--- src/design/fvcw_pkg.sv ---
// Shared constants, types and tables of the flow vector color wheel.
// Holds the arctangent table, the 55-entry wheel and the control codes.
// No dependencies; the CORDIC cell and the top level import it.
`default_nettype none

package fvcw_pkg;

   // Fixed field and datapath widths
   localparam int MAG_W     = 16;   // magnitudes and max_motion
   localparam int ANG_W     = 32;   // binary angle, full turn = 2^32
   localparam int FRAC_W    = 16;   // interpolation fraction, Q0.16
   localparam int RATIO_W   = 17;   // magnitude / norm in Q1.16, up to 1.0
   localparam int CHAN_W    = 8;    // one color channel
   localparam int COLOR_W   = 24;   // 255 * color in Q16
   localparam int IDX_W     = 6;    // wheel index
   localparam int WHEEL_SIZE = 55;
   localparam int ATAN_LEN  = 24;

   // Command codes
   localparam logic [1:0] CMD_START   = 2'd0;
   localparam logic [1:0] CMD_MEASURE = 2'd1;
   localparam logic [1:0] CMD_RENDER  = 2'd2;

   // Wheel segment lengths
   localparam int SEG_RY = 15;
   localparam int SEG_YG = 6;
   localparam int SEG_GC = 4;
   localparam int SEG_CB = 11;
   localparam int SEG_BM = 13;
   localparam int SEG_MR = 6;
   localparam int FULL   = 255;

   // atan(2^-i) as binary angles
   localparam logic [ANG_W-1:0] ATAN_TAB [ATAN_LEN] = '{
      32'h20000000, 32'h12E4051E, 32'h09FB385B, 32'h051111D4, 32'h028B0D43, 32'h0145D7E1,
      32'h00A2F61E, 32'h00517C55, 32'h0028BE53, 32'h00145F2F, 32'h000A2F98, 32'h000517CC,
      32'h00028BE6, 32'h000145F3, 32'h0000A2FA, 32'h0000517D, 32'h000028BE, 32'h0000145F,
      32'h00000A30, 32'h00000518, 32'h0000028C, 32'h00000146, 32'h000000A3, 32'h00000051
   };

   // One wheel entry is {red, green, blue}
   typedef logic [3*CHAN_W-1:0] wheel_tab_type [WHEEL_SIZE];

   // Build the wheel at elaboration
   function automatic wheel_tab_type build_wheel();
      wheel_tab_type t;
      int j;
      int r;
      int g;
      int b;
      for (int k = 0; k < WHEEL_SIZE; k++) begin
         j = k;
         r = 0;
         g = 0;
         b = 0;
         if (j < SEG_RY) begin
            r = FULL; g = FULL * j / SEG_RY;
         end else if ((j - SEG_RY) < SEG_YG) begin
            j = j - SEG_RY;
            r = FULL - FULL * j / SEG_YG; g = FULL;
         end else if ((j - SEG_RY - SEG_YG) < SEG_GC) begin
            j = j - SEG_RY - SEG_YG;
            g = FULL; b = FULL * j / SEG_GC;
         end else if ((j - SEG_RY - SEG_YG - SEG_GC) < SEG_CB) begin
            j = j - SEG_RY - SEG_YG - SEG_GC;
            g = FULL - FULL * j / SEG_CB; b = FULL;
         end else if ((j - SEG_RY - SEG_YG - SEG_GC - SEG_CB) < SEG_BM) begin
            j = j - SEG_RY - SEG_YG - SEG_GC - SEG_CB;
            r = FULL * j / SEG_BM; b = FULL;
         end else begin
            j = j - SEG_RY - SEG_YG - SEG_GC - SEG_CB - SEG_BM;
            r = FULL; b = FULL - FULL * j / SEG_MR;
         end
         t[k] = {CHAN_W'(r), CHAN_W'(g), CHAN_W'(b)};
      end
      return t;
   endfunction

   localparam wheel_tab_type WHEEL_TAB = build_wheel();

   // Sequencer states
   typedef enum logic [2:0] {
      ST_IDLE,
      ST_SQUARE,
      ST_SUM,
      ST_ROOT,
      ST_DIVIDE,
      ST_PHASE,
      ST_BLEND,
      ST_WRITE
   } state_type;

endpackage

`default_nettype wire

--- src/design/fvcw_cordic_cell.sv ---
// One vectoring CORDIC cell: rotates (x,y) toward the x axis by atan(2^-STAGE).
// Uses the arctangent table of fvcw_pkg.
`default_nettype none

module fvcw_cordic_cell #(
   parameter int CW    = 27,
   parameter int STAGE = 0
) (
   input  wire logic                          clock,
   input  wire logic                          reset,
   input  wire logic                          in_valid,
   input  wire logic signed [CW-1:0]          x_in,
   input  wire logic signed [CW-1:0]          y_in,
   input  wire logic [fvcw_pkg::ANG_W-1:0]    z_in,
   output logic                               out_valid,
   output logic signed [CW-1:0]               x_out,
   output logic signed [CW-1:0]               y_out,
   output logic [fvcw_pkg::ANG_W-1:0]         z_out
);
   import fvcw_pkg::*;

   logic                 valid_ff;
   logic signed [CW-1:0] x_ff, x_in_n;
   logic signed [CW-1:0] y_ff, y_in_n;
   logic [ANG_W-1:0]     z_ff, z_in_n;
   logic signed [CW-1:0] dx, dy;

   // Rotate one micro step; hold once the y residue is zero
   always_comb begin
      dx = y_in >>> STAGE;
      dy = x_in >>> STAGE;
      x_in_n = x_in;
      y_in_n = y_in;
      z_in_n = z_in;
      if (y_in == '0) begin
         x_in_n = x_in;
      end else if (!y_in[CW-1]) begin
         x_in_n = x_in + dx;
         y_in_n = y_in - dy;
         z_in_n = z_in + ATAN_TAB[STAGE];
      end else begin
         x_in_n = x_in - dx;
         y_in_n = y_in + dy;
         z_in_n = z_in - ATAN_TAB[STAGE];
      end
   end

   always_ff @(posedge clock) begin
      if (reset) begin
         valid_ff <= 1'b0;
      end else begin
         valid_ff <= in_valid;
      end
   end

   // Hand the vector to the next cell
   always_ff @(posedge clock) begin
      x_ff <= x_in_n;
      y_ff <= y_in_n;
      z_ff <= z_in_n;
   end

   assign out_valid = valid_ff;
   assign x_out     = x_ff;
   assign y_out     = y_ff;
   assign z_out     = z_ff;

endmodule

`default_nettype wire

--- config.mk ---
export PLATFORM = sky130hd
export DESIGN_NAME = fvcw_cordic_cell
export DESIGN_NICKNAME = d
export VERILOG_FILES = /design/src/design/fvcw_pkg.sv /design/src/design/fvcw_cordic_cell.sv
export SDC_FILE = /design/constraint.sdc
export NUM_CORES = 1
export LEC_CHECK = 0
export ABC_CLOCK_PERIOD_IN_PS = 6230
export BUFFER_PORTS_ARGS = -buffer_cell sky130_fd_sc_hd__buf_2
export CORE_ASPECT_RATIO = 0.8
export CORE_MARGIN = 4
export CORE_UTILIZATION = 59
export DETAILED_ROUTE_END_ITERATION = 8
export GPL_ROUTABILITY_DRIVEN = 0
export PLACE_DENSITY_LB_ADDON = 0.25
export SLEW_MARGIN = 10
export SYNTH_ARGS = -nofsm -noshare
export SYNTH_HDL_FRONTEND = slang
export SYNTH_SLANG_ARGS = --single-unit
--- constraint.sdc ---
create_clock -name clock -period 6.23 [get_ports clock]
set_clock_uncertainty 0.1 [all_clocks]
set_input_delay 0 -clock clock [delete_from_list [all_inputs] [get_ports clock]]
set_output_delay 0 -clock clock [all_outputs]
set_load 0.05 [all_outputs]
# Word level (Yosys, flattened, before mapping)
# Cells that the tools add are included.
[totals]
regBits = 87
latchBits = 0
ram_bits = 0
mem_bits_ro = 0
in_bits = 89
output_inout_bits = 87
wordCells = 16
n_memories = 0
[op_classes]
n_addsub = 5
mul = 0
div_mod_pow = 0
order_cmp = 0
eq_ne = 0
shifts = 0
mux = 6
n_bitwise = 0
reduce_logical = 1
[ops]
columns = ["op", "count"]
rows = [
  ["2-to-1 mux 27 bit", 4],
  ["2-to-1 mux 32 bit", 2],
  ["subtractor 27 bit", 2],
  ["adder 32 x 30 -> 32 bit, second input constant", 1],
  ["subtractor 32 x 30 -> 32 bit, second input constant", 1],
  ["adder 27 bit", 1],
  ["logical NOT 27 bit", 1],
]

# Longest topological paths before layout
[logic_depth]
depth_word = 3
depth_mapped = 13

# Worst setup path before layout
# No wires, ideal clock.
[synth_timing]
path_type = "input -> register"
startpoint = "input port x_in[1]"
endpoint = "register x_ff[21] (netlist: x_out[21])"
setup_ns = 0.128
arrival_time_ns = 2.270
required_time_ns = 6.002
setup_slack_ns = 3.732
cell_stages = 11
path_buffers = 0
cell_sequence = "inv_1 > ha_1 > nand2b_1 > a221oi_1 > nor4b_2 > o311a_2 > a2111oi_4 > o211ai_1 > a31oi_1 > xnor2_1 > o21ai_1"
[synth_via]
elab_chain_cells = 3
word_cells_on_any_way = 4
cone_classes = "add/sub (2); mux (2)"
[synth_rtl]
columns = ["item", "line", "rtl"]
rows = [
  ["start: declaration", "fvcw_cordic_cell.sv:12", "input wire logic signed [CW-1:0] x_in,"],
  ["adder 27 bit or subtractor 27 bit (tied branches)", "fvcw_cordic_cell.sv:38, fvcw_cordic_cell.sv:42", ""],
  ["2-to-1 mux 27 bit *", "fvcw_cordic_cell.sv:37", "end else if (!y_in[CW-1]) begin"],
  ["2-to-1 mux 27 bit *", "fvcw_cordic_cell.sv:35", "if (y_in == '0) begin"],
  ["named net x_in_n[21]", "fvcw_cordic_cell.sv:23", "logic signed [CW-1:0] x_ff, x_in_n;"],
  ["end signal: assignment", "fvcw_cordic_cell.sv:58", "x_ff <= x_in_n;"],
  ["end: declaration", "fvcw_cordic_cell.sv:23", ""],
]
# Mark *: on every way through the listed nets, which the timed path passes. The rest lies on a longest branch.
# A chain may end at the register's enable or synchronous reset.

# Worst setup path after layout
[layout_timing]
startpoint = "input port y_in[0]"
endpoint = "register x_ff[26] (netlist: x_out[26])"
[layout_via]
elab_chain_cells = 3
word_cells_on_any_way = 5
cone_classes = "add/sub (2); mux (2); reduce/logical (1)"
[layout_rtl]
columns = ["item", "line", "rtl"]
rows = [
  ["start: declaration", "fvcw_cordic_cell.sv:13", "input wire logic signed [CW-1:0] y_in,"],
  ["adder 27 bit or subtractor 27 bit (tied branches)", "fvcw_cordic_cell.sv:38, fvcw_cordic_cell.sv:42", ""],
  ["2-to-1 mux 27 bit", "fvcw_cordic_cell.sv:37", ""],
  ["2-to-1 mux 27 bit *", "fvcw_cordic_cell.sv:35", ""],
  ["named net x_in_n[26]", "fvcw_cordic_cell.sv:23", ""],
]
# Marked as above.

==> metrics <==
Crit Path Category=primary input to flop; chip width=129 um; Worst Tran Pin Value=0.897 ns; Post-Synthesis Cells=877; Clock transition at path regs=0.08 ns; slew margin rel.=38.6%; drt wl/cell=19.8 um; antenna-violating nets left=0; Layout area overhead=26.8%; Hold WC Path Type=primary input to flop; vias post-DR=7566; post-synth cell types=71; drt via density=6.14; Yosys top cell area share=25.4%; layout cells sized above 1=19.8%; Register Area=0.00174 mm^2; I/O pins=176; Mapped Area=0.00686 mm^2; dominant cells by area after synthesis=dfxtp_1 25%, ha_1 16%, a21oi_1 6.4%; grt ovf=0; Routed WL=24400 um; Final Net Count=1261; CP Max Fanout=6; vias in the first global route=6933; dpl hpwl=16500 um; H-tree depth=3; Hold EP=y_out[3]$_DFF_P_; Adder-Cell Fraction of Synth Area=16.7%; fin. max-slew vios=0; fill cell count=740; Seq/Total Area, Yosys=25.4%; Vert. Die Dim=104 um; CTS tree=yes; GRT Total Usage=34.5%; Setup Fix Bufs, Post-CTS=0; endpoints failing hold=0; clock root cell=clkbuf_16; crit end category=flop; synthesis-stage register bit count=87; compound-cell area share of the yosys netlist=25.0%; Max Cap Viol=0; Yosys Warn Count=0; main combinational cell family by area after synthesis=compound AO/OA/AOI/OAI gates; ys async rst share=0%; Setup TNS Final=0 ns; final setup vio count=0; first-pass GRT wire length=37200 um; leakage=4.23 nW; Multi-input gate area=0.00461 mm^2; status=finished clean; CP Launch Point=y_in[0]; CTS Buf Count=9; VDD IR max=0.000209 V; number of gates resized after CTS=0; # clock sinks=87; period utilization=57.4%; Syn Nets=1055; Top FF cell, synth=dfxtp_1; Worst EP arrival=3.75 ns; Setup crit start kind=primary input; min-delay src=y_in[4]; Post-Synth XOR/XNOR Area=5.88%; fin util=78.3%; EDFF count, synth=0; Die Area=0.0134 mm^2; Core Area=0.0111 mm^2; Port Buffers=175; largest net degree at the start of global routing=44; post-synthesis simple-gate area fraction=17.2%; most frequent cells in the layout=175 x buf_2, 87 x nor2_1, 87 x a21oi_1, 87 x dfxtp_1, 85 x ha_1; syn_area_per_cell=7.82 um^2; Synth area leader=dfxtp_1; commonest non-fill, non-tap cell in the layout=buf_2; initial antenna violation count=1; Max Freq=0.280 GHz; Std-Cell Rows=34; Bufs on Longest Clock Path=2; DRT Pass-1 Iters=8; initial core utilization=61.7%; post-synthesis mux area share=2.35%; min cycle time layout=3.57 ns; WP data required=6.41 ns; WHS Path Cells=5; Cell Pwr Density=264 mW/mm^2; Final Worst Setup Slack=2.66 ns; 1st-iter DRT viols=1101; RSZ-0062 raised after global routing=no; DRC=0; pre-CTS setup slack=3.10 ns
[worst max-delay path, stage by stage]
cell	delay, ns
dlygate4sd3_1	0.53
buf_2	0.21
ha_1	0.20
inv_1	0.06
fa_1	0.42
o21ba_2	0.24
o41ai_1	0.40
nor4_2	0.13
o21ai_2	0.40
a2111o_1	0.36
a221oi_2	0.11
o21bai_1	0.29
o211ai_1	0.15
xnor2_1	0.23
[kinds of logic (layout without fill, tap and decap cells)]
logic type | after synthesis | in the layout
and+or+nand+nor | 242 | 242
xor gates and xnor gates | 46 | 46
muxes | 16 | 16
DFF | 87 | 87
other | 0 | 1
adders and majority gates | 89 | 89
AOI/OAI and AO/OA | 265 | 265
buffers and inverters | 132 | 343
[Yosys cell counts, drive strengths merged (14+ instances only)]
cell and number:
xnor2 41, buf 19, a21oi 87, mux2i 15
clkbuf 27, o31ai 14, nor3 15, o21ai 62
nor2 88, nand3 15, ha 85, nand2 49
dfxtp 87, a21o 26, inv 85
[final cells by class]
class	instances	area share (%)
Tap cell	144	2.07
Timing Repair Buffer	241	17.6
Clock inverter	7	1.02
Antenna cell	1	0.0288
Sequential cell	87	20.0
Inverter	86	3.71
Clock buffer	9	2.59
Multi-Input combinational cell	658	53.0
[stage by stage]
stage,area (um^2),hold WS (ns),std cells,total power [mW]
finish,8690,0.124,1233,2.30
detailed placement,7760,0.00387,1154,1.65
global route,8690,0.163,1233,2.38
floorplan,6860,-0.0723,877,1.41
global placement,7760,0.00262,1154,1.64
CTS,8690,0.113,1232,2.26
[where the power goes]
group | internal [mW] | switching, mW | total [mW] | leakage (nW)
clock network | 0.320 | 0.267 | 0.587 | 0.150
registers | 0.650 | 0.0269 | 0.677 | 0.734
logic | 0.308 | 0.728 | 1.04 | 3.35
total | 1.28 | 1.02 | 2.30 | 4.23
[state kept, by name (all words and copies together) (netlist names)]
register	cells
out_valid	1
y_out	27
x_out	27
z_out	32
[how the worst max path moves through the flow]
stage / endpoint / depth (start not counted) / slack [ns]
after floorplan: x_out[21]$_DFF_P_ / 11 / 3.73
after global placement: y_out[26]$_DFF_P_ / 12 / 3.10
after detailed placement: y_out[26]$_DFF_P_ / 12 / 3.10
after CTS: y_out[26]$_DFF_P_ / 13 / 2.88
after global routing: y_out[26]$_DFF_P_ / 13 / 2.57
final: x_out[26]$_DFF_P_ / 14 / 2.66
[metal layers]
metal	global-route usage [%]	up-vias	wire, um
li1	-	3454	-
met1	46.3	3462	9800
met2	54.3	549	10600
met3	7.96	101	3060
met4	11.5	0	905
met5	0	-	0
[timing repair]
item | 4_1_cts | 5_1_grt
endpoints found under the setup margin | 0 | 0
hold endpoints to repair | 62 | 0
hold buffers | 62 | 0
No activity file was read; power rests on OpenSTA's default activity.
