===== src/design/fvcw_div.sv =====
// Restoring divider, one quotient bit per cycle.
// Depends on nothing outside this file.
`default_nettype none

module fvcw_div #(
   parameter int DVD_W = 32,
   parameter int DVS_W = 16
) (
   input  wire logic             clock,
   input  wire logic             reset,
   input  wire logic             start,
   input  wire logic [DVD_W-1:0] dividend,
   input  wire logic [DVS_W-1:0] divisor,
   output logic                  done,
   output logic [DVD_W-1:0]      quotient
);
   localparam int CNT_W = $clog2(DVD_W + 1);

   logic [DVD_W-1:0] dvd_ff, dvd_in;
   logic [DVS_W-1:0] dvs_ff, dvs_in;
   logic [DVS_W-1:0] rem_ff, rem_in;
   logic [CNT_W-1:0] cnt_ff, cnt_in;
   logic             busy_ff, busy_in;
   logic             done_ff, done_in;
   logic [DVS_W:0]   sh, diff;
   logic             ge;

   // Shift in one dividend bit, subtract when it fits
   always_comb begin
      sh     = {rem_ff, dvd_ff[DVD_W-1]};
      diff   = sh - {1'b0, dvs_ff};
      ge     = sh >= {1'b0, dvs_ff};
      dvd_in = dvd_ff;
      dvs_in = dvs_ff;
      rem_in = rem_ff;
      cnt_in = cnt_ff;
      busy_in = busy_ff;
      done_in = 1'b0;
      if (start) begin
         dvd_in  = dividend;
         dvs_in  = divisor;
         rem_in  = '0;
         cnt_in  = CNT_W'(DVD_W);
         busy_in = 1'b1;
      end else if (busy_ff) begin
         dvd_in = {dvd_ff[DVD_W-2:0], ge};
         rem_in = ge ? diff[DVS_W-1:0] : sh[DVS_W-1:0];
         cnt_in = cnt_ff - 1'b1;
         if (cnt_ff == CNT_W'(1)) begin
            busy_in = 1'b0;
            done_in = 1'b1;
         end
      end
   end

   always_ff @(posedge clock) begin
      if (reset) begin
         busy_ff <= 1'b0;
         done_ff <= 1'b0;
         cnt_ff  <= '0;
      end else begin
         busy_ff <= busy_in;
         done_ff <= done_in;
         cnt_ff  <= cnt_in;
      end
   end

   always_ff @(posedge clock) begin
      dvd_ff <= dvd_in;
      dvs_ff <= dvs_in;
      rem_ff <= rem_in;
   end

   assign done     = done_ff;
   assign quotient = dvd_ff;

endmodule

`default_nettype wire


===== config.mk =====
export PLATFORM = sky130hd
export DESIGN_NAME = fvcw_div
export DESIGN_NICKNAME = d
export VERILOG_FILES = /design/src/design/fvcw_div.sv
export SDC_FILE = /design/constraint.sdc
export NUM_CORES = 1
export LEC_CHECK = 0
export BUFFER_PORTS_ARGS = -buffer_cell sky130_fd_sc_hd__buf_2
export CORE_MARGIN = 4
export CORE_UTILIZATION = 36
export CTS_CLUSTER_SIZE = 16
export DETAILED_ROUTE_END_ITERATION = 12
export GPL_TIMING_DRIVEN = 1
export SYNTH_ARGS = -nofsm -noshare
export SYNTH_HDL_FRONTEND = slang
export SYNTH_SLANG_ARGS = --single-unit

===== constraint.sdc =====
create_clock -name clock -period 2.6 [get_ports clock]
set_clock_uncertainty 0.1 [all_clocks]
set_input_delay 0.13 -clock clock [delete_from_list [all_inputs] [get_ports clock]]
set_output_delay 0.13 -clock clock [all_outputs]
set_load 0.03 [all_outputs]

### Word level (Yosys, flattened, before mapping)

Index checks and enable logic that the tools add are counted.

* logic and storage cells: 24
* input port bits: 51
* bits in registers: 72
* output and inout bits: 33

* $lt $le $gt $ge: 1
* reduce and logical (&&, ||, !) cells: 3
* equality and inequality tests: 1
* add/subtract/negate cells: 2
* multiplexer cells: 9
* bitwise logic cells: 1

Operators by type and width (count)
* $mux 32: 2
* $ge 17x16->1: 1
* $mux 16: 1
* $sub 16x16->16: 1
* $mux 6: 2
* $eq 6x1->1 const B: 1
* $sub 6x1->6 const B: 1
* $mux 1: 4
* $reduce_or 3->1: 1
* $reduce_bool 2->1: 1
* $reduce_or 2->1: 1
* $not 1->1: 1

### Logic depth before layout (Yosys ltp)

Gate-level depths: netlist of the first run.

* depth after elaboration: 4
* depth in mapped cells: 10
* depth with buffers taken out: 9

### Worst setup path before layout of the first run

No wires, ideal clock.

* path type: flip-flop to flip-flop
* from: register dvd_ff[31] (netlist: quotient[31])
* to: register rem_ff[7]
* cell stages (with the launch flop): 9
* slack: 0.066 ns
* data arrival time: 2.343 ns
* clock period less this slack: 2.534 ns
* cells stage by stage: edfxtp_1 > inv_1 > ha_1 > nor2b_1 > o211ai_1 > a22o_1 > a2111o_1 > a211o_1 > a311oi_1

* cells in the longest elaborated chain, start to end: 2

Ends and longest elaborated chain
* start, declared: line 19 `logic [DVD_W-1:0] dvd_ff, dvd_in;`
* start signal, assigned: line 69 `dvd_ff <= dvd_in;`
* $sub 16x16->16 / $ge 17x16->1 (equally long branches): line 31, 32
* $mux 16 *: line 47 `rem_in = ge ? diff[DVS_W-1:0] : sh[DVS_W-1:0];`
* end signal, assigned: line 71 `rem_ff <= rem_in;`
* end, declared: line 21 `logic [DVS_W-1:0] rem_ff, rem_in;`

Mark *: on every way between the ends. The rest lies on a longest branch, timed or not.
A chain may end at the register's enable or synchronous reset.

### Final worst setup path of the first run

* from: register dvs_ff[1]
* to: register rem_ff[7]

* cells in the longest elaborated chain, start to end: 2

Ends and longest elaborated chain
* start, declared: line 20 `logic [DVS_W-1:0] dvs_ff, dvs_in;`
* start signal, assigned: line 70 `dvs_ff <= dvs_in;`
* $sub 16x16->16 / $ge 17x16->1 (equally long branches): line 31, 32
* $mux 16 *: line 47

Marks and branches as above.

==> impl_metrics.csv, run 1 <==
group,metric,value,unit
outcome,status,"finished clean",
grt,antenna_found_initial,0,
grt,grt_pass1_wl,17.1,mm
clocking,clock_path_buffers,2,
die,core.rowCount,37,
synth,ys_types,49,
synth,syn_area_per_cell,10.7,um2
detailed_routing,ant_nets,0,
sta,fmax,393,MHz
synth,synth.most_common_cell,"edfxtp_1",
detailed_routing,wl,10.3,mm
detailed_routing,routedWlPerCell,15.7,um
hold_path,hp-class,"in -> reg",
grt,overflow,0,
sta,slew_viol_final,0,
placed_design,gp_congestion,0.873,
clocking,clkTransAtPathRegs,80,ps
pwr,swShare,32.6,%
placed_design,placedCellCount,584,
synth,synthTopCellsByArea,"edfxtp_1, dfxtp_1, mux2_2",
final_layout,layout.cells.non_filler,655,
detailed_routing,vias,3383,
job,cap_violations,0,
setup_path,critical_path_cell_count,8,
detailed_routing,vias_per_cell,5.16,
setup_path,crit_fanout,6,
setup_path,cp-start-kind,"register",
synth,synth_common_cells,"edfxtp_1, nor2_1, mux2_2, dfxtp_1, inv_1",
synth,ys_seq_elements,72,
pwr,peakVddDrop,0.449,mV
setup_path,rr_worst_depth,8,
placed_design,hpwlAfterDp,6.85,mm
sta,fin_ws,56.8,ps
sta,slew_headroom,69.0,%
final_layout,diodes,0,
synth,async_reset_ff_share,0,%
die,ios,84,
die,dieWidth,112,um
die,coreArea,0.0105,mm2
sta,setup-violations-final,0,
setup_path,critical_path_required,2770,ps
clocking,htreeDepth,3,
synth,synthCells,366,
setup_path,crit_family,"compound AO/OA/AOI/OAI gates",
synth,ys_warn_count,0,
clocking,root_buffer,"clkbuf_8",
setup_path,critPathKind,"reg -> reg",
pwr,p_leak,2.24,nW
clocking,tritoncts,"built",
synth,synth_top_flop_cell,"edfxtp_1",
die,die_h,112,um
detailed_routing,first_pass_iters,4,
clocking,clkSinkCount,72,
setup_path,path_cells,"inv_1, ha_1, nor2b_4, o211ai_1, a22o_4, a2111o_1, a211o_1, a311oi_2",
setup_path,crit_buf_inv,1,
synth,seq_area_frac_synth,49.0,%
setup_path,critical-path-slowest-cell,"a2111o_1",
placed_design,pre_cts_ws,-18.8,ps
synth,synth_area_leader_cell,"edfxtp_1",
placed_design,port_buffers,83,
setup_path,cp_slowest_stage_delay,460,ps
die,fp.dieArea,0.0126,mm2
hold_path,min_path_cells,3,
clocking,cts_buffers,9,
pwr,p_int,2.10,mW
setup_path,end_kind,"register",
sta,fin_crit_sh,97.8,%
synth,synth-edff-count,48,
synth,syn-num-nets,436,
pwr,power_density,579,mW/mm2
grt,grtUsageTotal,16.7,%
final_layout,nets,584,
pwr,p_seq_share,45.3,%
clocking,clk_latency,360,ps
pwr,power.clock.fraction,24.6,%
sta,fin_tns_setup,0,ps
pwr,power.share.combinational,30.0,%
final_layout,layout-drive-gt1-share,33.1,%
detailed_routing,drt-initial-drc-count,112,
sta,period_needed,2540,ps
grt,first_global_vias,3477,
grt,grt_max_degree,36,
synth,yosysTopAreaCellShare,36.7,%
synth,syn-cell-area,0.00392,mm2
setup_path,cp.arrival,2710,ps
pwr,power.switching,1.02,mW
detailed_routing,post-route-drc-count,0,
die,start_util,37.5,%
sta,max_slew.worst_pin.slew,459,ps
final_layout,final_util,51.4,%
final_layout,area_growth,37.2,%
sta,finalHoldViolations,0,
[final cells by class]
type	count	area, um2
clock buffer	12	135
clock inverter	4	23.8
fill	988	5080
inverter	24	90.1
multi-input combinational	248	1930
sequential	72	1920
tap	136	170
timing repair buffer	159	1110
[per-layer routing]
metal / vias up / track usage (%) / wire length (um)
met5: - / 0 / 0
met1: 1577 / 20.4 / 4480
met3: 18 / 6.47 / 810
met4: 0 / 5.61 / 182
met2: 114 / 27.1 / 4810
li1: 1674 / - / -
[worst paths after layout]
kind	startpoint	end	slack [ps]
max	dvs_ff[1]	rem_ff[7]	60
min	start	cnt_ff[5]	150
max reg2reg	dvs_ff[1]	rem_ff[7]	60
min reg2reg	cnt_ff[1]	cnt_ff[1]	400
[per-stage QoR]
stage	hold slack, ps	power, mW	instance area [um2]
after CTS	135	3.10	5270
after floorplan	99.1	1.99	3920
final	148	3.11	5380
after detailed placement	208	2.25	4580
after global routing	209	3.30	5380
after global placement	209	2.24	4580
[kinds of logic after synthesis]
| logic type | share of synthesized area [%] |
|---|---|
| AO/OA/AOI/OAI | 16.7 |
| adder cells (fa/ha/maj) | 6.25 |
| AND/OR/NAND/NOR | 10.9 |
| multiplexers | 9.44 |
| XOR/XNOR | 3.13 |
| flip-flops | 49.0 |
| buffers and inverters | 4.50 |
[power by group through the flow]
stage / logic, mW / clock network, mW / registers, mW
floorplan: 0.464 / 0 / 1.53
global placement: 0.813 / 0 / 1.43
detailed placement: 0.818 / 0 / 1.43
CTS: 0.890 / 0.802 / 1.41
global route: 1.02 / 0.853 / 1.43
finish: 0.935 / 0.767 / 1.41
[flip-flops by register name (all words and copies together) (netlist names)]
signal	cells
quotient	32
dvs_ff	16
rem_ff	16
cnt_ff	6
busy_ff	1
done	1
[cell usage in the layout, fill, tap and decap left out, types with 2 or more instances in the layout]
cell,n
a2111o_1,2
a211o_1,3
a211oi_1,2
a21o_1,6
a21oi_1,15
a311oi_1,10
a311oi_2,2
a31oi_1,7
and3_1,5
buf_2,83
buf_4,26
clkbuf_1,3
clkbuf_8,9
clkinvlp_4,2
dfxtp_1,24
dlygate4sd3_1,49
edfxtp_1,48
ha_1,14
ha_4,3
inv_1,23
mux2_2,32
nand2_1,14
nand3_1,17
nand4_1,4
nor2_1,34
nor3_1,5
o2111ai_1,3
o211a_1,2
o211ai_1,5
o21a_1,5
o21ai_0,5
o21ai_1,10
o41ai_1,3
or3_1,3
xnor2_1,7
xor2_1,7
[worst min-delay path, delay by kind of cell]
family	cells	cell delay, ps
AO/OA/AOI/OAI	1	160
buffers and inverters	2	280
[what timing repair did]
action,CTS,global route
setup endpoints to repair,7,17
hold endpoints to repair,50,0
pin swaps,2,10
hold buffers,49,0
gates cloned,0,0
gates resized for setup,5,14
setup buffers,2,4
Power figures use the tool's default switching activity.
==> run 2, diff against run 1 <==
--- a/config.mk
+++ b/config.mk
@@ -5,6 +5,7 @@
 export SDC_FILE = /design/constraint.sdc
 export NUM_CORES = 1
 export LEC_CHECK = 0
+export ABC_AREA = 1
 export BUFFER_PORTS_ARGS = -buffer_cell sky130_fd_sc_hd__buf_2
 export CORE_MARGIN = 4
 export CORE_UTILIZATION = 36
==> impl_metrics.csv, run 2 <==
group,metric,value,unit
placed_design,hpwlAfterDp,7.08,mm
die,start_util,37.1,%
synth,synth-simple-area-share,35.0,%
detailed_routing,post-route-drc-count,0,
setup_path,worstReg2RegStart,"dvs_ff[10]",
final_layout,layout-drive-gt1-share,21.5,%
grt,grt_pass1_wl,16.8,mm
grt,overflow,0,
synth,synth-edff-count,48,
pwr,p_int,2.45,mW
pwr,power_density,584,mW/mm2
setup_path,crit_fanout,18,
setup_path,cp.arrival,2290,ps
synth,yosysTopAreaCellShare,33.9,%
setup_path,critical_path.most_common_cell,"nand2_1",
clocking,tritoncts,"built",
outcome,status,"finished clean",
die,dieWidth,117,um
pwr,swShare,25.5,%
pwr,power.clock.fraction,42.5,%
placed_design,dpl_cell_area,0.00482,mm2
grt,grt_max_degree,39,
pwr,power.share.combinational,16.1,%
final_layout,area_growth,32.4,%
sta,finalHoldViolations,0,
final_layout,layout_common_cells,"nand2_1, inv_1, buf_2",
clocking,clkTransAtPathRegs,60,ps
sta,fin_ws,452,ps
setup_path,critical_path_required,2740,ps
hold_path,hp-class,"in -> reg",
hold_path,min-delay-start,"dividend[0]",
final_layout,final_common_cell,"nand2_1",
sta,slew_headroom,62.4,%
detailed_routing,vias,3732,
sta,setup-violations-final,0,
detailed_routing,first_pass_iters,4,
clocking,ctsResizeCount,0,
die,core.rowCount,39,
final_layout,fillers,1082,
clocking,root_buffer,"clkbuf_16",
placed_design,pre_cts_ws,532,ps
synth,synth_top_family_by_area,"simple AND/OR/NAND/NOR gates",
setup_path,critPathKind,"reg -> reg",
setup_path,cp-start-kind,"register",
sta,holdWs,59.6,ps
final_layout,layout.cells.non_filler,814,
job,cap_violations,0,
sta,slew_viol_final,0,
grt,first_global_vias,3612,
clocking,clkSinkCount,72,
sta,fin_tns_setup,0,ps
synth,syn_area_per_cell,8.01,um2
setup_path,end_kind,"register",
synth,ys_types,41,
placed_design,port_buffers,83,
detailed_routing,ant_nets,0,
clocking,clock_path_buffers,2,
setup_path,startpoint,"dvs_ff[10]",
synth,syn-num-nets,601,
synth,synth.most_common_cell,"nand2_1",
die,coreArea,0.0115,mm2
grt,antenna_found_initial,0,
synth,synth_top_flop_cell,"edfxtp_1",
final_layout,stdcell_area,0.00563,mm2
synth,synthTopCellsByArea,"edfxtp_1, nand2_1, dfxtp_1",
synth,synth_xor_area_share,1.24,%
setup_path,cp_slowest_stage_delay,350,ps
sta,rsz0062_at_grt,"false",
placed_design,gp_congestion,0.870,
die,ios,84,
sta,fin_crit_sh,82.6,%
detailed_routing,wl,10.1,mm
setup_path,path_cells,"inv_1, ha_1, nand2_1, nand2_1, nand2_1, nand2_1, nand2_1, nand2_2, nor2_8, nand2_8, nand2_1, nand3_1, o21ai_0",
detailed_routing,vias_per_cell,4.58,
setup_path,critical-path-slowest-cell,"ha_1",
synth,synth-compound-area-share,3.24,%
synth,syn-cell-area,0.00425,mm2
sta,max_slew.worst_pin.slew,561,ps
setup_path,crit_buf_inv,1,
sta,fmax,465,MHz
synth,synth_common_cells,"nand2_1, inv_1, edfxtp_1, nand3_1, dfxtp_1",
synth,synthCells,531,
pwr,power.switching,840,uW
final_layout,nets,736,
placed_design,placedCellCount,750,
synth,ys_seq_elements,72,
clocking,cts_buffers,9,
synth,synth_fa_ha_area_share,5.77,%
pwr,peakVddDrop,0.366,mV
synth,synth_mux_area_share,0,%
clocking,htreeDepth,3,
die,die_h,117,um
synth,seq_area_frac_synth,45.2,%
pwr,p_seq_share,41.4,%
final_layout,largest_reg_flops,32,
sta,period_needed,2150,ps
pwr,p_leak,2.81,nW
setup_path,crit_family,"simple AND/OR/NAND/NOR gates",
clocking,clk_latency,330,ps
clocking,cts_setup_buffers,0,
final_layout,diodes,0,
synth,ys_warn_count,0,
detailed_routing,routedWlPerCell,12.4,um
grt,grtUsageTotal,15.3,%
die,fp.dieArea,0.0136,mm2
synth,async_reset_ff_share,0,%
detailed_routing,drt-initial-drc-count,156,
synth,synth_area_leader_cell,"edfxtp_1",
run 2: cell count changes after synthesis, moves of 9 or more:
cell / change
nand2_1: +190
inv_1: +62
mux2_2: -32
nand3_2: +15
nor2_1: -15
nand3_1: +14
a311oi_1: -12
nand2_2: +11
a21oi_1: -9
clkbuf_1: -9
o21ai_1: -9
run 2: area by class of cell:
cell class,instances,area (um2),share of cell area [%]
inverters,87,327,5.80
clock inverters,6,106,1.89
clock buffers,10,229,4.07
well taps,143,179,3.18
repair buffers,136,946,16.8
flip-flops and latches,72,1920,34.1
multi-input cells,360,1920,34.1
run 2: cells by family (layout without fill, tap and decap cells):
group                    count (synthesis)  in the layout
AO/OA/AOI/OAI                           23             23
XOR/XNOR                                 6              6
adder cells (fa/ha/maj)                 19             19
buffers and inverters                   99            239
flip-flops                              72             72
AND/OR/NAND/NOR                        312            312
run 2: stage by stage:
step / util, % / power, mW
floorplan: - / 1.70
CTS: 49.1 / 3.33
detailed placement: 42.0 / 1.86
global route: 49.1 / 3.44
global placement: 42.0 / 1.85
finish: 49.1 / 3.29
run 2: power by group through the flow:
stage | Clock, mW | Sequential [mW] | Combinational, mW
3_5_place_dp | 0 | 1.38 | 0.474
5_1_grt | 1.48 | 1.37 | 0.583
4_1_cts | 1.43 | 1.36 | 0.530
3_3_place_gp | 0 | 1.38 | 0.468
6_report | 1.40 | 1.36 | 0.529
2_1_floorplan | 0 | 1.48 | 0.215
run 2: worst paths after layout:
kind	end	slack, ps	depth (start not counted)
max	rem_ff[3]	450	13
min	quotient[0]	60	3
max reg2reg	rem_ff[3]	450	13
min reg2reg	rem_ff[13]	370	2
run 2: what timing repair did:
item                                   4_1_cts  5_1_grt
setup endpoints to repair                    0        0
endpoints found under the hold margin       49        0
hold buffers                                48        0
run 2: worst min-delay path, delay by kind of cell:
family / cells / cell delay, ps
buffers and inverters: 1 / 80
AND/OR/NAND/NOR: 1 / 40
AO/OA/AOI/OAI: 1 / 120
run 2: layer usage:
metal	up-vias	wire, um	GRT usage (%)
met4	0	84	3.59
met1	1698	4580	20.0
li1	1942	-	-
met2	83	4940	25.8
met5	-	0	0
met3	9	466	3.68
