===== src/design/fvcw_isqrt.sv =====
// Digit-by-digit integer square root, one root bit per cycle.
// Depends on nothing outside this file.
`default_nettype none

module fvcw_isqrt #(
   parameter int RAD_W = 64
) (
   input  wire logic               clock,
   input  wire logic               reset,
   input  wire logic               start,
   input  wire logic [RAD_W-1:0]   radicand,
   output logic                    done,
   output logic [RAD_W/2-1:0]      root,
   output logic                    rem_nonzero
);
   localparam int ROOT_W = RAD_W / 2;
   localparam int CNT_W  = $clog2(ROOT_W + 1);

   logic [RAD_W-1:0]  rad_ff, rad_in;
   logic [ROOT_W:0]   rem_ff, rem_in;
   logic [ROOT_W-1:0] root_ff, root_in;
   logic [CNT_W-1:0]  cnt_ff, cnt_in;
   logic              busy_ff, busy_in;
   logic              done_ff, done_in;
   logic [ROOT_W+2:0] rem_sh, trial;

   // Bring down two radicand bits and try a root bit of one
   always_comb begin
      rem_sh  = {rem_ff, rad_ff[RAD_W-1 -: 2]};
      trial   = {1'b0, root_ff, 2'b01};
      rad_in  = rad_ff;
      rem_in  = rem_ff;
      root_in = root_ff;
      cnt_in  = cnt_ff;
      busy_in = busy_ff;
      done_in = 1'b0;
      if (start) begin
         rad_in  = radicand;
         rem_in  = '0;
         root_in = '0;
         cnt_in  = CNT_W'(ROOT_W);
         busy_in = 1'b1;
      end else if (busy_ff) begin
         rad_in = {rad_ff[RAD_W-3:0], 2'b00};
         if (rem_sh >= trial) begin
            rem_in  = (ROOT_W+1)'(rem_sh - trial);
            root_in = {root_ff[ROOT_W-2:0], 1'b1};
         end else begin
            rem_in  = rem_sh[ROOT_W:0];
            root_in = {root_ff[ROOT_W-2:0], 1'b0};
         end
         cnt_in = cnt_ff - 1'b1;
         if (cnt_ff == CNT_W'(1)) begin
            busy_in = 1'b0;
            done_in = 1'b1;
         end
      end
   end

   always_ff @(posedge clock) begin
      if (reset) begin
         busy_ff <= 1'b0;
         done_ff <= 1'b0;
         cnt_ff  <= '0;
      end else begin
         busy_ff <= busy_in;
         done_ff <= done_in;
         cnt_ff  <= cnt_in;
      end
   end

   always_ff @(posedge clock) begin
      rad_ff  <= rad_in;
      rem_ff  <= rem_in;
      root_ff <= root_in;
   end

   assign done        = done_ff;
   assign root        = root_ff;
   assign rem_nonzero = |rem_ff;

endmodule

`default_nettype wire


===== config.mk =====
export PLATFORM = sky130hd
export DESIGN_NAME = fvcw_isqrt
export DESIGN_NICKNAME = d
export VERILOG_FILES = /design/src/design/fvcw_isqrt.sv
export SDC_FILE = /design/constraint.sdc
export NUM_CORES = 1
export LEC_CHECK = 0
export ABC_AREA = 1
export ABC_CLOCK_PERIOD_IN_PS = 3000
export BUFFER_PORTS_ARGS = -buffer_cell sky130_fd_sc_hd__buf_2
export CAP_MARGIN = 20
export CORE_ASPECT_RATIO = 0.7
export CORE_MARGIN = 2
export CORE_UTILIZATION = 53
export DETAILED_ROUTE_END_ITERATION = 7
export PLACE_DENSITY = 0.74
export SETUP_SLACK_MARGIN = 0.15
export SYNTH_ARGS = -nofsm -noshare
export SYNTH_HDL_FRONTEND = slang
export SYNTH_SLANG_ARGS = --single-unit

===== constraint.sdc =====
create_clock -name clock -period 3 [get_ports clock]
set_input_delay 0.3 -clock clock [delete_from_list [all_inputs] [get_ports clock]]
set_output_delay 0.3 -clock clock [all_outputs]
set_load 0.005 [all_outputs]

* After elaboration in Yosys (flattened, before gate mapping)
Cells that the tools add are included.
** Cells by class
- $add $sub $neg :: 2
- $lt $le $gt $ge :: 1
- Equal/unequal tests :: 1
- Multiplexer cells :: 10
- Bitwise logic cells :: 1
- Reduce and logical (&&, ||, !) cells :: 4
** Operators by type and width (number)
- $mux 64 :: 2
- $ge 35x34->1 :: 1
- $mux 33 :: 1
- $reduce_or 33->1 :: 1
- $sub 33x33->33 :: 1
- $mux 6 :: 2
- $eq 6x1->1 const B :: 1
- $sub 6x1->6 const B :: 1
- $mux 1 :: 5
- $reduce_or 3->1 :: 1
- $reduce_bool 2->1 :: 1
- $reduce_or 2->1 :: 1
- $not 1->1 :: 1
** Storage, ports and cells
- Flip-flop bits (word level) :: 137
- Bits of input ports :: 67
- Logic and storage cells :: 26

* Logic depth before layout (Yosys ltp)
Gate-level depths: netlist (run 1).
- Depth after elaboration :: 4
- Mapped depth :: 17
- Gate-level depth less buffers :: 16

* Least setup slack after synthesis (run 1)
No wires, ideal clock.
- Path type :: input to register
- Start point :: in start
- End point :: reg rad_ff[0], enable pin
- Library setup time :: 453 ps
- Data arrival time :: 2660 ps
- Slack :: -113 ps
- Stages on the path :: 4
- Path buffers :: 2
- Cells stage by stage :: clkbuf_1 nor2_1 clkinv_1 buf_1
** On the way
- Cells in the longest elaborated chain, start to end :: 1
** Ends and longest elaborated chain
- start: declaration :: RTL line 10 : input wire logic start,
- $reduce_bool 2->1 (no line)
- end signal: assignment :: RTL line 73 : rad_ff <= rad_in;
- end: declaration :: RTL line 19 : logic [RAD_W-1:0] rad_ff, rad_in;
Every way passes these cells.
A chain may end at the register's enable or synchronous reset.

* Worst setup path in the final report (run 1)
- Start point :: reg root_ff[16] (netlist: root[16])
- End point :: reg rem_ff[18]
** On the way
- Cells in the longest elaborated chain, start to end :: 2
- Elaborated cells between the ends (all ways) :: 3
- Those cells by class :: add/sub (1); order compare (1); mux (1)
** Ends and longest elaborated chain
- start: declaration :: RTL line 21 : logic [ROOT_W-1:0] root_ff, root_in;
- start signal: assignment :: RTL line 75 : root_ff <= root_in;
- $sub 33x33->33 or $ge 35x34->1 (tied branches) :: RTL line 46, 45
- $mux 33 (*) :: RTL line 45 : if (rem_sh >= trial) begin
- end signal: assignment :: RTL line 74 : rem_ff <= rem_in;
- end: declaration :: RTL line 20 : logic [ROOT_W:0] rem_ff, rem_in;
Every way passes the cells marked *; elsewhere a longest branch is shown, timed or not.

==> results of run 1 <==
## metal layers
| metal | vias up | track usage (%) |
|---|---|---|
| li1 | 3992 | - |
| met1 | 3416 | 43.20 |
| met2 | 285 | 37.24 |
| met3 | 23 | 6.413 |
| met4 | 0 | 6.812 |
| met5 | - | 0 |
## synthesized netlist by cell type (all sizes together)
library cell | number | area (um2)
or2 | 3 | 18.77
nor4 | 5 | 31.28
o21ai | 9 | 45.04
dfxtp | 73 | 1461
o21bai | 2 | 15.01
nand3b | 5 | 37.54
nand2 | 558 | 2138
nand4 | 11 | 68.82
xor2 | 16 | 140.1
and3 | 2 | 12.51
nor2 | 65 | 280.3
nor3 | 10 | 55.05
a21o | 1 | 7.510
nand3 | 83 | 420.4
a31oi | 1 | 6.260
or4 | 1 | 7.510
inv | 164 | 615.6
clkbuf | 17 | 63.81
clkinv | 2 | 7.510
a211oi | 1 | 7.510
edfxtp | 64 | 1922
a21oi | 25 | 128.9
o22ai | 31 | 193.9
and2 | 2 | 12.51
ha | 36 | 450.4
or3 | 1 | 6.260
buf | 18 | 105.1
## sequential cells by signal (all words and copies together), names as in the netlist
register	flops
done	1
cnt_ff	6
rad_ff	64
rem_ff	33
busy_ff	1
root	32
## per-stage QoR
| stage | instance area, um2 | cells | utilization, % |
|---|---|---|---|
| after floorplan | 8267 | 1206 | - |
| after global routing | 9542 | 1512 | 62.13 |
| after CTS | 9530 | 1511 | 62.06 |
| final | 9542 | 1512 | 62.13 |
| after global placement | 8914 | 1478 | 58.04 |
| after detailed placement | 8941 | 1479 | 58.22 |
## cells by family (layout without fill, tap and decap cells)
logic type / count (synthesis) / count (layout) / synth area share, %
simple gates: 746 / 747 / 37.40
buf+inv: 201 / 306 / 9.589
flops: 137 / 137 / 40.96
compound gates: 70 / 70 / 4.893
fa+ha+maj: 36 / 36 / 5.454
xor+xnor: 16 / 16 / 1.697
## path summary, 6_finish.rpt
check,to,slack (ps),cells after the start
max,rem_ff[18],500,13
min,cnt_ff[5],60,2
min reg2reg,rem_ff[22],480,2
max reg2reg,rem_ff[18],500,13
## critical path, cell delays in order, from the launching register on
cell	delay [ps]
dfxtp_1	330
inv_1	70
ha_1	370
nand2_1	140
inv_2	60
nand2_1	70
nand3_1	170
a21oi_2	230
nand3_2	150
nand2_4	120
buf_4	330
nand3_1	130
nand3_1	120
o21ai_1	70
## layout make-up
type	instances	share of cell area [%]
Multi-Input combinational cell	869	42.97
Tap cell	200	2.623
Clock buffer	17	4.458
Clock inverter	15	1.718
Timing Repair Buffer	108	6.216
Inverter	166	6.557
Sequential cell	137	35.46
==> impl_metrics.prom, run 1 <==
# TYPE chip_impl_metric gauge
chip_impl_metric{name="clkTransAtPathRegs",unit="ps"} 70
chip_impl_metric{name="clockBufferDepth",unit=""} 2
chip_impl_metric{name="dpl_worst_slack",unit="ps"} 468.3
chip_impl_info{name="cts-root-buf",value="clkbuf_16"} 1
chip_impl_info{name="crit_path_start_kind",value="register"} 1
chip_impl_metric{name="met3_layer_wire_length_in_the_routed_design",unit="um"} 2075
chip_impl_info{name="crit_path_start",value="root[16]"} 1
chip_impl_metric{name="fmaxAchievable",unit="MHz"} 400.1
chip_impl_metric{name="core_footprint",unit="um2"} 15360
chip_impl_metric{name="initialDrtViolationCount",unit=""} 720
chip_impl_metric{name="final_worst_setup_slack",unit="ps"} 500.5
chip_impl_metric{name="grt.overflow.total",unit=""} 0
chip_impl_metric{name="ff_latch_area",unit="um2"} 3383
chip_impl_metric{name="place.gp.congestion",unit=""} 0.9554
chip_impl_metric{name="final_antenna_net_count",unit=""} 0
chip_impl_info{name="cts_tree",value="done"} 1
chip_impl_info{name="mostFrequentLayoutCells",value="548 x nand2_1, 152 x inv_1, 100 x buf_2"} 1
chip_impl_metric{name="place_hpwl",unit="um"} 16740
chip_impl_metric{name="routed_via_density",unit=""} 5.103
chip_impl_metric{name="path_max_fanout",unit=""} 27
chip_impl_metric{name="cts_made_buffers",unit=""} 17
chip_impl_metric{name="max_cap_violations",unit=""} 0
chip_impl_metric{name="first_global_vias",unit=""} 6959
chip_impl_metric{name="rows",unit=""} 38
chip_impl_metric{name="drcViolationCount",unit=""} 0
chip_impl_metric{name="num-nets-final",unit=""} 1402
chip_impl_metric{name="timing.slew.headroom",unit="%"} 51.67
chip_impl_metric{name="first_pass_iters",unit=""} 6
chip_impl_metric{name="timing.critical_path.arrival",unit="ps"} 2790
chip_impl_metric{name="slew_viol_final",unit=""} 0
chip_impl_metric{name="io-pin-count",unit=""} 101
chip_impl_info{name="rsz0062_at_grt",value="no"} 1
chip_impl_metric{name="synth_sequential_area_ratio",unit="%"} 40.96
chip_impl_metric{name="post-cts-setup-buffers",unit=""} 0
chip_impl_info{name="timing_worst_setup_path_type",value="register to register"} 1
chip_impl_metric{name="grt_first_pass_wirelength",unit="um"} 35820
chip_impl_metric{name="clkSinkCount",unit=""} 137
chip_impl_metric{name="tightest_hold_margin",unit="ps"} 56.03
chip_impl_metric{name="dieHeight",unit="um"} 108.4
chip_impl_metric{name="post_detailed_routing_wire_length",unit="um"} 22590
chip_impl_info{name="worst_setup_path_end_kind",value="register"} 1
chip_impl_metric{name="fin_skew",unit="ps"} 11.97
chip_impl_metric{name="antenna_violations_before_repair",unit=""} 0
chip_impl_metric{name="setup_viol",unit=""} 0
chip_impl_metric{name="final_period_minus_worst_setup_slack",unit="ps"} 2500
chip_impl_metric{name="worstSkewPairLatency",unit="ps"} 430
chip_impl_metric{name="fillers",unit=""} 1452
chip_impl_metric{name="die_width",unit="um"} 153.2
chip_impl_metric{name="port_buffers",unit=""} 100
chip_impl_metric{name="ys_types",unit=""} 40
chip_impl_info{name="run_status",value="finished, final reports clean"} 1
chip_impl_metric{name="warnings_from_yosys",unit=""} 0
chip_impl_info{name="rr_startpoint",value="root[16]"} 1
chip_impl_metric{name="globalRouteTotalUtil",unit="%"} 27.47
chip_impl_metric{name="die-area",unit="um2"} 16610
chip_impl_metric{name="cts.htree.levels",unit=""} 4
chip_impl_metric{name="multi_input_comb_area",unit="um2"} 4100
chip_impl_metric{name="postSynthAreaPerCell",unit="um2"} 6.848
chip_impl_metric{name="routedLengthMet1",unit="um"} 11460
chip_impl_metric{name="grt_max_degree",unit=""} 57
chip_impl_metric{name="cts.hold.buffers_added",unit=""} 0
chip_impl_metric{name="diodes",unit=""} 0
chip_impl_info{name="hp-class",value="input port to register"} 1
chip_impl_metric{name="final_min_period_over_clock_period",unit="%"} 83.32
chip_impl_metric{name="worst_pin_slew",unit="ps"} 718.3
chip_impl_metric{name="vias",unit=""} 7716
chip_impl_metric{name="post_drt_wl_per_cell",unit="um"} 14.94
chip_impl_metric{name="number_of_hold_violations_in_the_final_report",unit=""} 0
chip_impl_metric{name="mappedNetlistArea",unit="um2"} 8259
chip_impl_info{name="hold_start",value="reset"} 1
chip_impl_metric{name="routed-wl-met2",unit="um"} 8796
chip_impl_metric{name="syn2layout_area_growth",unit="%"} 15.53
chip_impl_metric{name="data_required_time_of_the_critical_path",unit="ps"} 3290
chip_impl_metric{name="initial_utilization",unit="%"} 53.78
chip_impl_info{name="layout.cells.most_common",value="nand2_1"} 1
chip_impl_metric{name="synth_cells",unit=""} 1206
chip_impl_metric{name="syn-num-nets",unit=""} 1309
chip_impl_metric{name="synthesized_flop_and_latch_total",unit=""} 137
chip_impl_metric{name="layout-drive-gt1-share",unit="%"} 13.80
chip_impl_info{name="topRoutingLayerUsed",value="met4"} 1
chip_impl_metric{name="post_cts_resize_count",unit=""} 0
chip_impl_metric{name="final.setup.tns",unit="ps"} 0
Power of run 1 is left out: the tool's default activity adds up to more than one toggle a clock period on the data nets, which glitch-free logic cannot reach.
==> inputs of run 2 (changes only) <==
==> config.mk (replaced) <==
export PLATFORM = sky130hd
export DESIGN_NAME = fvcw_isqrt
export DESIGN_NICKNAME = d
export VERILOG_FILES = /design/src/design/fvcw_isqrt.sv
export SDC_FILE = /design/constraint.sdc
export NUM_CORES = 1
export LEC_CHECK = 0
export ABC_AREA = 0
export ABC_CLOCK_PERIOD_IN_PS = 2300
export BUFFER_PORTS_ARGS = -buffer_cell sky130_fd_sc_hd__buf_2
export CAP_MARGIN = 20
export CORE_ASPECT_RATIO = 0.7
export CORE_MARGIN = 2
export CORE_UTILIZATION = 59
export DETAILED_ROUTE_END_ITERATION = 7
export PLACE_DENSITY = 0.78
export SETUP_SLACK_MARGIN = 0.15
export SYNTH_ARGS = -nofsm -noshare
export SYNTH_HDL_FRONTEND = slang
export SYNTH_SLANG_ARGS = --single-unit
==> constraint.sdc (replaced) <==
create_clock -name clock -period 2.3 [get_ports clock]
set_input_delay 0.23 -clock clock [delete_from_list [all_inputs] [get_ports clock]]
set_output_delay 0.23 -clock clock [all_outputs]
set_load 0.005 [all_outputs]
==> run 2 against run 1 <==
  * The run now ends with DRC, setup timing left
  * Worst hold slack better by 42 ps
  * Setup slack worse by 1000 ps
  * Non-clock buffer count up 205
  * Final area up 24%
  * Critical path depth down 2
  * First-iteration DRC count up 69%
  * Global-route usage up 12 points
  * Die area down 15%
  * Largest cell class unchanged
==> impl_metrics.prom, run 2 <==
# TYPE chip_impl_metric gauge
chip_impl_metric{name="first_global_vias",unit=""} 7971
chip_impl_metric{name="die-area",unit="um2"} 14090
chip_impl_metric{name="antenna_violations_before_repair",unit=""} 0
chip_impl_metric{name="drcViolationCount",unit=""} 1
chip_impl_metric{name="cts.htree.levels",unit=""} 4
chip_impl_metric{name="place_hpwl",unit="um"} 15950
chip_impl_info{name="regMostFlops",value="rad_ff"} 1
chip_impl_metric{name="mappedNetlistArea",unit="um2"} 7754
chip_impl_info{name="failing_checks",value="DRC, setup timing"} 1
chip_impl_metric{name="final_period_minus_worst_setup_slack",unit="ps"} 2849
chip_impl_metric{name="design_area",unit="um2"} 11830
chip_impl_metric{name="worstSkewPairLatency",unit="ps"} 430
chip_impl_metric{name="post_drt_wl_per_cell",unit="um"} 26.08
chip_impl_metric{name="io-pin-count",unit=""} 101
chip_impl_metric{name="final_worst_setup_slack",unit="ps"} -549.1
chip_impl_metric{name="largest_reg_flops",unit=""} 64
chip_impl_info{name="rsz0062_at_grt",value="yes"} 1
chip_impl_metric{name="port_buffers",unit=""} 100
chip_impl_info{name="timing.critical_path.slowest_stage_cell",value="dfxtp_1"} 1
chip_impl_metric{name="routed_via_density",unit=""} 6.793
chip_impl_info{name="crit_path_start_kind",value="register"} 1
chip_impl_metric{name="place.gp.congestion",unit=""} 0.9642
chip_impl_metric{name="async_flop_share",unit="%"} 0
chip_impl_info{name="mostFrequentLayoutCells",value="185 x buf_4, 99 x buf_2, 76 x nor2_1"} 1
chip_impl_info{name="run_status",value="finished with violations"} 1
chip_impl_metric{name="diodes",unit=""} 0
chip_impl_info{name="yosys-top-cells-area",value="edfxtp_1 25%, dfxtp_1 19%, mux2_2 9.1%"} 1
chip_impl_metric{name="worst_pin_slew",unit="ps"} 1072
chip_impl_metric{name="layout-drive-gt1-share",unit="%"} 56.55
chip_impl_metric{name="clkTransAtPathRegs",unit="ps"} 70
chip_impl_metric{name="die_width",unit="um"} 141.0
chip_impl_info{name="cts_tree",value="done"} 1
chip_impl_metric{name="max_cap_violations",unit=""} 0
chip_impl_metric{name="fin_skew",unit="ps"} 17.00
chip_impl_metric{name="cpPeakStageDelay",unit="ps"} 450
chip_impl_metric{name="fin_total_pwr",unit="W"} 0.01696
chip_impl_metric{name="instances_no_fill",unit=""} 1230
chip_impl_metric{name="slew_viol_final",unit=""} 0
chip_impl_metric{name="final_core_util",unit="%"} 93.61
chip_impl_metric{name="data_required_time_of_the_critical_path",unit="ps"} 2620
chip_impl_metric{name="pwr_density_cell",unit="nW/um2"} 1434
chip_impl_metric{name="grt_first_pass_wirelength",unit="um"} 42440
chip_impl_metric{name="grt_max_degree",unit=""} 72
chip_impl_metric{name="syn2layout_area_growth",unit="%"} 52.54
chip_impl_metric{name="placement.cell_area",unit="um2"} 9809
chip_impl_metric{name="postSynthAreaPerCell",unit="um2"} 10.19
chip_impl_metric{name="vdd.ir_drop.worst",unit="uV"} 928.0
chip_impl_metric{name="timing.critical_path.arrival",unit="ps"} 3160
chip_impl_metric{name="path_max_fanout",unit=""} 4
chip_impl_metric{name="clockBufferDepth",unit=""} 2
chip_impl_info{name="cts-root-buf",value="clkbuf_16"} 1
chip_impl_metric{name="num-nets-final",unit=""} 1158
chip_impl_metric{name="fmaxAchievable",unit="MHz"} 351.0
chip_impl_metric{name="dieHeight",unit="um"} 99.92
chip_impl_metric{name="final_antenna_net_count",unit=""} 0
chip_impl_metric{name="syn-num-nets",unit=""} 864
chip_impl_metric{name="warnings_from_yosys",unit=""} 0
chip_impl_metric{name="synth.top_cell.area_share",unit="%"} 24.79
chip_impl_metric{name="synth_sequential_area_ratio",unit="%"} 43.63
chip_impl_metric{name="post_detailed_routing_wire_length",unit="um"} 32080
chip_impl_metric{name="dp_cells",unit=""} 1157
chip_impl_metric{name="final_min_period_over_clock_period",unit="%"} 123.9
chip_impl_metric{name="globalRouteTotalUtil",unit="%"} 39.11
chip_impl_info{name="synthTopCellsByCount",value="84 x nor2_1, 73 x dfxtp_1, 64 x edfxtp_1"} 1
chip_impl_metric{name="first_pass_iters",unit=""} 8
chip_impl_metric{name="grt.overflow.total",unit=""} 0
chip_impl_metric{name="synth_cells",unit=""} 761
chip_impl_metric{name="reg2reg_slack",unit="ps"} -550
chip_impl_metric{name="core_footprint",unit="um2"} 12630
chip_impl_info{name="path_cells",value="ha_4 -> buf_4 -> nand3_1 -> nand2_1 -> a21o_1 -> o21ai_4 -> buf_6 -> a21oi_2 -> o21a_1 -> or3_4 -> a311oi_2"} 1
chip_impl_metric{name="vias",unit=""} 8355
chip_impl_metric{name="clkSinkCount",unit=""} 137
chip_impl_metric{name="number_of_hold_violations_in_the_final_report",unit=""} 0
chip_impl_info{name="worst_setup_path_end_kind",value="register"} 1
chip_impl_info{name="synth_top_area_cell",value="edfxtp_1"} 1
chip_impl_metric{name="initialDrtViolationCount",unit=""} 1218
chip_impl_info{name="layout.cells.most_common",value="buf_4"} 1
chip_impl_metric{name="cts_made_buffers",unit=""} 17
chip_impl_metric{name="setup_viol",unit=""} 35
chip_impl_metric{name="synthesized_flop_and_latch_total",unit=""} 137
chip_impl_metric{name="tightest_hold_margin",unit="ps"} 98.29
chip_impl_metric{name="initial_utilization",unit="%"} 61.37
chip_impl_info{name="synth-main-ff-cell",value="dfxtp_1"} 1
chip_impl_info{name="yosys.cell_count.top_type",value="nor2_1"} 1
chip_impl_info{name="timing_worst_setup_path_type",value="register to register"} 1
chip_impl_metric{name="ys_types",unit=""} 69
chip_impl_metric{name="power_leakage",unit="nW"} 5.037
chip_impl_info{name="hp-class",value="input port to register"} 1
chip_impl_metric{name="synth_enable_flop_cells",unit=""} 64
chip_impl_metric{name="rows",unit=""} 34
chip_impl_metric{name="timing.slew.headroom",unit="%"} 28.55
-- run 2: cell types whose count changed in the layout (fill, tap and decap cells not counted), sizes merged, moves of 15 or more --
cell / delta
nand2: -487
buf: +204
inv: -116
nand3: -73
mux2: +64
mux2i: +33
o22ai: -30
a311oi: +22
nor2: +19
o21ai: +17
xnor2: +15
-- run 2: stage by stage --
step / setup TNS [ps] / setup WS, ps
after floorplan: -1776 / -173.0
after global placement: -7585 / -299.2
after detailed placement: -11450 / -418.5
after CTS: -4950 / -248.0
after global routing: -12500 / -526.8
final: -11800 / -549.1
-- run 2: repair_timing --
action                                  4_1_cts  5_1_grt
endpoints found under the hold margin         1        0
resized for setup                           147       62
pin swaps                                    59       34
gates cloned                                  3        0
setup buffers                                26       11
endpoints found under the setup margin       35       35
hold buffers                                  1        0
-- run 2: routing by layer --
metal  global-route usage, %  vias to the layer above  wire (um)
met3                   9.447                      292       3540
met4                   19.69                        0       2576
met1                   47.99                     3942      11410
met5                       0                        -          0
li1                        -                     3349          -
met2                   65.29                      772      14550
-- run 2: kinds of logic (layout without fill, tap and decap cells) --
family          count (synthesis)  count (layout)  share of synthesized area, %
xor+xnor                       25              25                         2.824
buf+inv                        87             394                         4.728
flops                         137             137                         43.63
mux                            97              97                         13.60
fa+ha+maj                      36              36                         5.809
simple gates                  229             229                         13.73
compound gates                150             150                         15.67
-- run 2: path summary, 6_finish.rpt --
path,from,end,depth (start not counted)
min,radicand[23],rad_ff[23],2
min reg2reg,rad_ff[21],rad_ff[23],1
max reg2reg,rem_ff[7],rem_ff[23],11
max,rem_ff[7],rem_ff[23],11
-- run 2: report_power, final --
group / internal (W) / total, W / switching [W] / leakage, nW
sequential: 0.00287 / 0.00310 / 0.000228 / 1.25
clock: 0.00174 / 0.00298 / 0.00123 / 0.296
combinational: 0.00511 / 0.0109 / 0.00577 / 3.49
total: 0.00972 / 0.0170 / 0.00723 / 5.04
-- run 2: layout make-up --
| type | instances | area [um2] |
|---|---|---|
| clock inverters | 14 | 188.9 |
| well taps | 162 | 202.7 |
| inverters | 49 | 187.7 |
| multi-input cells | 537 | 5102 |
| clock buffers | 18 | 429.2 |
| fillers | 398 | 807.0 |
| repair buffers | 313 | 2302 |
| flip-flops and latches | 137 | 3415 |
-- run 2: critical path, delay by kind of cell, from the launching register on --
kind                     cells  cell delay [ps]
AO/OA/AOI/OAI                5             1110
adder cells (fa/ha/maj)      1              260
buffers and inverters        2              310
flip-flops                   1              450
AND/OR/NAND/NOR              3              590
(Power assumes the default switching activity.)
